## src/hw/rtl/abl_pkg.sv

```systemverilog
// shared types and constants for the address blocklist
// no dependencies; imported by the controller, datapath and top level
`default_nettype none

package abl_pkg;

    // field widths of one request
    localparam int CMD_W   = 2;
    localparam int IP_W    = 32;
    localparam int PORT_W  = 16;
    localparam int DUR_W   = 20;
    localparam int TIME_W  = 32;
    localparam int KEY_W   = IP_W + PORT_W;
    localparam int EXP_W   = 33;
    localparam int ENTRY_W = KEY_W + EXP_W;

    // request codes
    localparam logic [CMD_W-1:0] CMD_QUERY  = 2'd0;
    localparam logic [CMD_W-1:0] CMD_ADD    = 2'd1;
    localparam logic [CMD_W-1:0] CMD_DELETE = 2'd2;

    // controller to datapath
    typedef struct packed {
        logic load;      // capture request, rewind scan
        logic scan_rd;   // read entry at scan index, advance
        logic commit;    // apply table update, load result
    } t_dp_cmd;

    // datapath to controller
    typedef struct packed {
        logic rd_last;   // scan index is at the last entry
        logic out_free;  // result register can take a new result
    } t_dp_sts;

endpackage

`default_nettype wire

```

## src/hw/rtl/abl_controller.sv

```systemverilog
// sequencer for the address blocklist: accept, scan, commit
// depends on abl_pkg
`default_nettype none

module abl_controller
    import abl_pkg::*;
(
    input  wire logic    i_clk,
    input  wire logic    i_rst_n,
    input  wire logic    i_in_valid,
    output logic         o_in_ready,
    output t_dp_cmd      o_cmd,
    input  wire t_dp_sts i_sts
);

    typedef enum logic [3:0] {
        S_IDLE   = 4'b0001,
        S_SCAN   = 4'b0010,
        S_DRAIN  = 4'b0100,
        S_COMMIT = 4'b1000
    } t_state;

    t_state r_state;
    t_state n_state;

    always_comb begin
        n_state        = r_state;
        o_cmd          = '0;
        o_in_ready     = 1'b0;
        case (r_state)
            S_IDLE: begin
                o_in_ready = 1'b1;
                if (i_in_valid) begin
                    o_cmd.load = 1'b1;
                    n_state    = S_SCAN;
                end
            end
            S_SCAN: begin
                o_cmd.scan_rd = 1'b1;
                if (i_sts.rd_last) begin
                    n_state = S_DRAIN;
                end
            end
            // last read data is evaluated here
            S_DRAIN: begin
                n_state = S_COMMIT;
            end
            S_COMMIT: begin
                if (i_sts.out_free) begin
                    o_cmd.commit = 1'b1;
                    n_state      = S_IDLE;
                end
            end
            default: begin
                n_state = S_IDLE;
            end
        endcase
    end

    always_ff @(posedge i_clk) begin
        if (!i_rst_n) begin
            r_state <= S_IDLE;
        end else begin
            r_state <= n_state;
        end
    end

`ifndef SYNTHESIS
    a_commit_needs_free: assert property (@(posedge i_clk) disable iff (!i_rst_n)
        o_cmd.commit |-> i_sts.out_free)
        else $error("commit while result register busy");
    a_scan_follows_load: assert property (@(posedge i_clk) disable iff (!i_rst_n)
        o_cmd.load |=> o_cmd.scan_rd)
        else $error("scan did not start after load");
    a_no_accept_busy: assert property (@(posedge i_clk) disable iff (!i_rst_n)
        (o_cmd.scan_rd || o_cmd.commit) |-> !o_in_ready)
        else $error("ready while a request is in work");
`endif

endmodule

`default_nettype wire

```

## src/hw/rtl/abl_datapath.sv

```systemverilog
// entry table, scan compare, table update and result register
// depends on abl_pkg; driven by abl_controller
`default_nettype none

module abl_datapath
    import abl_pkg::*;
#(
    parameter int TABLE_ENTRIES = 16
) (
    input  wire logic              i_clk,
    input  wire logic              i_rst_n,
    input  wire t_dp_cmd           i_cmd,
    output t_dp_sts                o_sts,
    input  wire logic [CMD_W-1:0]  i_cmd_code,
    input  wire logic [IP_W-1:0]   i_ip_address,
    input  wire logic [PORT_W-1:0] i_port_number,
    input  wire logic [DUR_W-1:0]  i_duration_seconds,
    input  wire logic [TIME_W-1:0] i_now_seconds,
    output logic                   o_out_valid,
    input  wire logic              i_out_ready,
    output logic                   o_throttled,
    output logic                   o_table_full
);

    localparam int IDX_W = (TABLE_ENTRIES > 1) ? $clog2(TABLE_ENTRIES) : 1;
    localparam logic [IDX_W-1:0] LAST_IDX = IDX_W'(TABLE_ENTRIES - 1);

    // captured request
    logic [CMD_W-1:0]  r_op;
    logic [KEY_W-1:0]  r_key;
    logic [DUR_W-1:0]  r_dur;
    logic [TIME_W-1:0] r_now;

    // table: valid bits in flops, address and expiry in memory
    logic [TABLE_ENTRIES-1:0] r_valid;
    logic [ENTRY_W-1:0]       r_mem [TABLE_ENTRIES];
    logic [ENTRY_W-1:0]       r_rd_data;

    // scan state
    logic [IDX_W-1:0] r_rd_idx;
    logic [IDX_W-1:0] r_ev_idx;
    logic             r_rd_vld;
    logic             r_hit;
    logic             r_found;
    logic [IDX_W-1:0] r_found_idx;
    logic             r_free_seen;
    logic [IDX_W-1:0] r_free_idx;

    logic r_out_vld;
    logic r_throttled;
    logic r_table_full;

    logic              ev_valid;
    logic [KEY_W-1:0]  ev_key;
    logic [EXP_W-1:0]  ev_exp;
    logic              ev_match;
    logic              ev_stale;
    logic              add_ok;
    logic [IDX_W-1:0]  wr_idx;
    logic              mem_we;
    logic [EXP_W-1:0]  wr_expiry;

    assign ev_valid = r_valid[r_ev_idx];
    assign ev_key   = r_rd_data[ENTRY_W-1 -: KEY_W];
    assign ev_exp   = r_rd_data[EXP_W-1:0];
    assign ev_match = ev_valid && (ev_key == r_key);
    assign ev_stale = ev_valid && (ev_exp < {1'b0, r_now});

    // refresh an existing entry, else take the lowest free one
    assign add_ok    = r_found || r_free_seen;
    assign wr_idx    = r_found ? r_found_idx : r_free_idx;
    assign mem_we    = i_cmd.commit && (r_op == CMD_ADD) && add_ok;
    assign wr_expiry = {1'b0, r_now} + {{(EXP_W - DUR_W){1'b0}}, r_dur};

    assign o_sts.rd_last  = (r_rd_idx == LAST_IDX);
    assign o_sts.out_free = !r_out_vld || i_out_ready;

    assign o_out_valid  = r_out_vld;
    assign o_throttled  = r_throttled;
    assign o_table_full = r_table_full;

    always_ff @(posedge i_clk) begin
        if (i_cmd.load) begin
            r_op  <= i_cmd_code;
            r_key <= {i_ip_address, i_port_number};
            r_dur <= i_duration_seconds;
            r_now <= i_now_seconds;
        end
        if (i_cmd.scan_rd) begin
            r_rd_data <= r_mem[r_rd_idx];
        end
        if (mem_we) begin
            r_mem[wr_idx] <= {r_key, wr_expiry};
        end
        r_ev_idx <= r_rd_idx;
        if (i_cmd.commit) begin
            r_throttled  <= (r_op == CMD_QUERY) && r_hit;
            r_table_full <= (r_op == CMD_ADD) && !add_ok;
        end
    end

    always_ff @(posedge i_clk) begin
        if (!i_rst_n) begin
            r_valid     <= '0;
            r_rd_idx    <= '0;
            r_rd_vld    <= 1'b0;
            r_hit       <= 1'b0;
            r_found     <= 1'b0;
            r_found_idx <= '0;
            r_free_seen <= 1'b0;
            r_free_idx  <= '0;
            r_out_vld   <= 1'b0;
        end else begin
            r_rd_vld <= i_cmd.scan_rd;
            if (i_cmd.load) begin
                r_rd_idx    <= '0;
                r_hit       <= 1'b0;
                r_found     <= 1'b0;
                r_free_seen <= 1'b0;
            end else if (i_cmd.scan_rd) begin
                r_rd_idx <= (r_rd_idx == LAST_IDX) ? '0 : r_rd_idx + 1'b1;
            end

            // one entry evaluated per cycle, in the cycle after its read
            if (r_rd_vld) begin
                if (r_op == CMD_QUERY) begin
                    if (ev_stale) begin
                        r_valid[r_ev_idx] <= 1'b0;
                    end else if (ev_match) begin
                        r_hit <= 1'b1;
                    end
                end
                if (ev_match && !r_found) begin
                    r_found     <= 1'b1;
                    r_found_idx <= r_ev_idx;
                end
                if (!ev_valid && !r_free_seen) begin
                    r_free_seen <= 1'b1;
                    r_free_idx  <= r_ev_idx;
                end
            end

            if (i_cmd.commit) begin
                if ((r_op == CMD_ADD) && add_ok) begin
                    r_valid[wr_idx] <= 1'b1;
                end
                if ((r_op == CMD_DELETE) && r_found) begin
                    r_valid[r_found_idx] <= 1'b0;
                end
            end

            if (i_cmd.commit) begin
                r_out_vld <= 1'b1;
            end else if (i_out_ready) begin
                r_out_vld <= 1'b0;
            end
        end
    end

`ifndef SYNTHESIS
    a_add_sets_valid: assert property (@(posedge i_clk) disable iff (!i_rst_n)
        mem_we |=> r_valid[$past(wr_idx)])
        else $error("added entry not marked valid");
    a_no_eval_at_commit: assert property (@(posedge i_clk) disable iff (!i_rst_n)
        r_rd_vld |-> !i_cmd.commit && !i_cmd.load)
        else $error("commit or load during scan evaluation");
    a_result_held: assert property (@(posedge i_clk) disable iff (!i_rst_n)
        (r_out_vld && !i_out_ready) |=> r_out_vld)
        else $error("result dropped before it was taken");
    a_full_only_add: assert property (@(posedge i_clk) disable iff (!i_rst_n)
        (i_cmd.commit && (r_op != CMD_ADD)) |=> !r_table_full)
        else $error("table full flagged for a non-add request");
`endif

endmodule

`default_nettype wire

```

## src/hw/rtl/address_blocklist_with_expiry.sv

```systemverilog
// Blocklist of sender addresses (IPv4 address and UDP port) with per-entry
// expiry in seconds. Each request on the input stream carries a command in
// tuser: query (purges entries whose expiry is before now, then reports
// whether the sender is listed), add or refresh (expiry = now + duration,
// dropped with table_full when no entry matches and none is free), or
// delete. Every request gives exactly one result. A request is worked on
// alone: the controller scans the entry memory one entry per cycle, then
// evaluates the last entry and commits once the result register is free;
// the next request is taken only after the commit. The result sits in an
// output register, so a new request is accepted while a result waits.
// No clearing pass is needed after reset.
// depends on abl_pkg, abl_controller, abl_datapath
`default_nettype none

module address_blocklist_with_expiry
    import abl_pkg::*;
#(
    parameter int TABLE_ENTRIES = 16
) (
    input  wire logic         i_clk,
    input  wire logic         i_rst_n,
    input  wire logic         s_axis_tvalid,
    output logic              s_axis_tready,
    // ip_address[31:0], port_number[47:32], duration_seconds[67:48],
    // now_seconds[99:68], zero[103:100]
    input  wire logic [103:0] s_axis_tdata,
    // cmd[1:0]
    input  wire logic [1:0]   s_axis_tuser,
    output logic              m_axis_tvalid,
    input  wire logic         m_axis_tready,
    // throttled[0], table_full[1], zero[7:2]
    output logic [7:0]        m_axis_tdata
);

    t_dp_cmd dp_cmd;
    t_dp_sts dp_sts;
    logic    throttled;
    logic    table_full;

    abl_controller u_ctrl (
        .i_clk      (i_clk),
        .i_rst_n    (i_rst_n),
        .i_in_valid (s_axis_tvalid),
        .o_in_ready (s_axis_tready),
        .o_cmd      (dp_cmd),
        .i_sts      (dp_sts)
    );

    abl_datapath #(
        .TABLE_ENTRIES (TABLE_ENTRIES)
    ) u_dp (
        .i_clk              (i_clk),
        .i_rst_n            (i_rst_n),
        .i_cmd              (dp_cmd),
        .o_sts              (dp_sts),
        .i_cmd_code         (s_axis_tuser),
        .i_ip_address       (s_axis_tdata[31:0]),
        .i_port_number      (s_axis_tdata[47:32]),
        .i_duration_seconds (s_axis_tdata[67:48]),
        .i_now_seconds      (s_axis_tdata[99:68]),
        .o_out_valid        (m_axis_tvalid),
        .i_out_ready        (m_axis_tready),
        .o_throttled        (throttled),
        .o_table_full       (table_full)
    );

    assign m_axis_tdata = {6'b0, table_full, throttled};

endmodule

`default_nettype wire
```

## config.mk

```make
export PLATFORM = sky130hd
export DESIGN_NAME = address_blocklist_with_expiry
export DESIGN_NICKNAME = d
export VERILOG_FILES = /design/src/hw/rtl/abl_pkg.sv /design/src/hw/rtl/abl_controller.sv /design/src/hw/rtl/abl_datapath.sv /design/src/hw/rtl/address_blocklist_with_expiry.sv
export SDC_FILE = /design/constraint.sdc
export NUM_CORES = 2
export LEC_CHECK = 0
export BUFFER_PORTS_ARGS = -buffer_cell sky130_fd_sc_hd__buf_2
export CAP_MARGIN = 20
export CORE_MARGIN = 3
export CORE_UTILIZATION = 50
export CTS_BUF_LIST = sky130_fd_sc_hd__clkbuf_16
export DETAILED_ROUTE_END_ITERATION = 16
export PLACE_DENSITY = 0.69
export SYNTH_ARGS = -nofsm -noshare
export SYNTH_HDL_FRONTEND = slang
export SYNTH_SLANG_ARGS = --single-unit
```

## constraint.sdc

```tcl
create_clock -name i_clk -period 17.8 [get_ports i_clk]
set_clock_uncertainty 0.1 [all_clocks]
set_input_delay 2.67 -clock i_clk [delete_from_list [all_inputs] [get_ports i_clk]]
set_output_delay 2.67 -clock i_clk [all_outputs]
set_load 0.01 [all_outputs]
```

==> run metrics <==
status=complete, no violations; FP Rows=between 100 and 150; filler cell count=8292; Synth Warn #=0; cell mode on critical path=buf_4; Residual DRC=0; CP bufs+invs=3; power density over the cells=~120 nW/µm²; DR vias=27500; Max Root-Sink Buffers=3; post-cts resize count=0; RSZ-0062 raised after global routing=false; Ports=between 100 and 150; area leader, netlist=edfxtp_1; core region area=116000 µm²; Yosys reg bits=1522; hold_buf cts=0; post-placement cell area=slightly above 60000 µm²; clock latency on the worst-skew pair=0.75 ns; Distinct cells, synth=61; Area contributors post-synth=edfxtp_1 76%, mux4_2 16%, dfxtp_1 1.4%; Routed WL=between 100000 and 150000 µm; Int Power=a little over 6 mW; slowest stage delay, CP=slightly below 0.8 ns; Setup Crit Path Kind=in2reg; antenna-violating nets left=0; setup TNS=0 ns; Synth-to-Final Area Change=12.9%; Combinational Power Share=roughly 6%; CTS buffer count=151; H-tree depth=4; Achievable Freq=between 150 and 200 MHz; port buffer count=~110; CP endpoint kind=flop; DIE AREA=between 100000 and 150000 µm²; vias in the first global route=around 29000; Worst Setup Start Kind=primary input; Cells after Synth=about 2600; ys async rst share=0%; slew margin rel.=about a fifth; Slew Viols, Final=0; minimum clock period=5.74 ns; first-pass GRT wire length=191000 µm; predominant post-synthesis flop cell=edfxtp_1; highest-delay cell along the critical path=nor2_4; die span in y=between 300 and 400 µm; CTS Root Cell=clkbuf_16; Final nets=2980; CTS clk-pin slew, worst paths=roughly 0.060 ns; Placer Congestion=about 0.8; GRT Resource Usage Total=roughly 22%; endpoints failing setup=0; leakage=20.6 nW; peak supply drop=123 µV; delay-heaviest family, CP=simple AND/OR/NAND/NOR gates; Chip Width=349 µm; sequential share of power=54.7%; worst-margin pin slew=between 1 and 1.5 ns; Sink Count=roughly 1500; Clk pwr share=39.3%; period utilization=approximately a third; initial antenna violation count=0; worst endpoint required time=roughly 18 ns; final hold slack=0.400 ns; Cell Chain, Critical Path=buf_2 > nor2b_1 > nor2_1 > nand3_1 > nor2_4 > buf_4 > buf_4; Switch Pwr=roughly 1.7 mW; part of the Yosys area used for sequential elements=a little under 80%; routed wire length per instance=between 20 and 30 µm; Max-Cap Viols=0; synthesized area=slightly below 60000 µm²; final hold viol count=0; Initial Util=50.4%; Sw Ratio=~22%; HP Class=reg2reg; Setup Buffers After CTS=0; top-area cell type share of the netlist area=approximately three quarters; largest net degree at the start of global routing=between 150 and 200; drt pass-1 iters=5; share of post-route cells with drive strength above 1=between 20% and 30%; syn_area_per_cell=22.6 µm²; CP Data Arrival Time=around 6 ns; CTS tree=yes; vias per cell=between 6 and 7; design area=~66000 µm²; DR iter-0 viols=approximately 3300; Post-synth EDFFs=between 1000 and 1500; gr ovfl total=0; Final HPWL DP=between 60000 and 70000 µm; crit-path max FO=35
-- synthesized netlist by cell type (3+ instances only) --
cell type and number:
edfxtp_1 1481, mux4_2 407, clkbuf_1 62, xor2_1 55
ha_1 52, nand2_1 52, a21oi_1 49, inv_1 47
dfxtp_1 41, nor2_1 40, nor4_1 34, buf_1 31
nand3_1 21, o21ai_0 20, xnor2_1 18, o221ai_1 15
nand4_1 13, a31oi_1 12, nand2b_1 12, buf_4 11
nor3_1 11, mux2i_1 10, buf_2 8, o211ai_1 8
nor2b_1 7, a21o_1 5, or3_1 5, a211oi_1 4
o21a_1 4, a211o_1 3, a21boi_0 3, and2_1 3
and3_1 3, mux4_1 3, nand3b_1 3, nor4b_1 3
or4b_2 3
-- power groups by stage --
stage | Clock (mW) | Combinational [mW] | Sequential (mW)
final | 3.05 | 0.466 | 4.25
after global routing | 3.26 | 0.510 | 4.26
after CTS | 3.12 | 0.433 | 4.26
after detailed placement | 0 | 0.432 | 4.33
after global placement | 0 | 0.408 | 4.33
after floorplan | 0 | 0.284 | 4.29
-- worst reg2reg max path: cells and delay by family (launching register included) --
family	cells	cell delay, ns
and+or+nand+nor	4	2.47
DFF	1	0.33
buffers and inverters	2	1.47
-- logic make-up after synthesis --
family                     Yosys count  share of synthesized area, %
buffers and inverters              161                          1.14
and+or+nand+nor                    223                          2.02
AOI/OAI and AO/OA                  139                          1.52
muxes                              420                          15.9
DFF                               1522                          77.2
adders and majority gates           53                          1.14
other                                1                       0.00639
xor gates and xnor gates            73                          1.09
-- worst paths after layout --
check	start	end	slack (ns)	cells after the start
worst min register to register	u_dp.r_hit	u_dp.r_hit	0.40	2
worst max-delay path	m_axis_tready	u_dp.r_mem[14][77]	12.06	7
worst min-delay path	u_dp.r_hit	u_dp.r_hit	0.40	2
worst max register to register	u_ctrl.r_state[0]	u_dp.r_mem[14][77]	13.02	6
-- stage by stage --
stage                     power (mW)  setup WS [ns]  utilization [%]  std cells
after global routing            8.04          11.91             56.9       4454
after detailed placement        4.77          11.27             52.6       4165
after floorplan                 4.58          10.37                -       2597
after CTS                       7.81          12.08             56.8       4431
final                           7.78          12.06             56.9       4455
after global placement          4.73          11.13             52.6       4162
-- flip-flops by register name (all words and copies together), names as in the netlist --
name               flops
u_ctrl.r_state         4
u_dp.o_out_valid       1
u_dp.o_table_full      1
u_dp.o_throttled       1
u_dp.r_dur            20
u_dp.r_ev_idx          4
u_dp.r_found           1
u_dp.r_found_idx       4
u_dp.r_free_idx        4
u_dp.r_free_seen       1
u_dp.r_hit             1
u_dp.r_key            48
u_dp.r_mem          1296
u_dp.r_now            32
u_dp.r_op              2
u_dp.r_rd_data        81
u_dp.r_rd_idx          4
u_dp.r_rd_vld          1
u_dp.r_valid          16
-- layout make-up --
type	count	area [µm²]	area share, %
repair buffers	181	1200	1.81
well taps	1524	1910	2.88
diodes	1	2.50	0.00378
multi-input cells	914	12900	19.4
clock inverters	109	847	1.28
clock buffers	157	3930	5.93
flip-flops and latches	1522	45300	68.4
inverters	47	181	0.274
-- placed cells by master (no fill, tap or decap), types with 13 or more instances in the layout --
cell and count:
clkinv_1 37, a21oi_1 49, xnor2_1 18, edfxtp_1 1481, xor2_1 55, nand4_1 13, nor4_1 33, ha_1 52
buf_4 63, dfxtp_1 37, clkbuf_16 157, inv_1 68, o221ai_1 15, nor2_1 24, nand2_1 52, mux4_2 407
nor2_4 16, o21ai_0 20, buf_2 110, nand3_1 21, clkinv_2 24
-- per-layer routing --
layer | global-route usage (%) | up-vias | share of wire (%)
met5 | 0 | - | 0
met4 | 6.22 | 0 | 2.2
met3 | 3.29 | 174 | 6.3
met2 | 35.9 | 1104 | 51
met1 | 29.9 | 14800 | 40
li1 | - | 11400 | -
No activity file was read; power rests on OpenSTA's default activity.
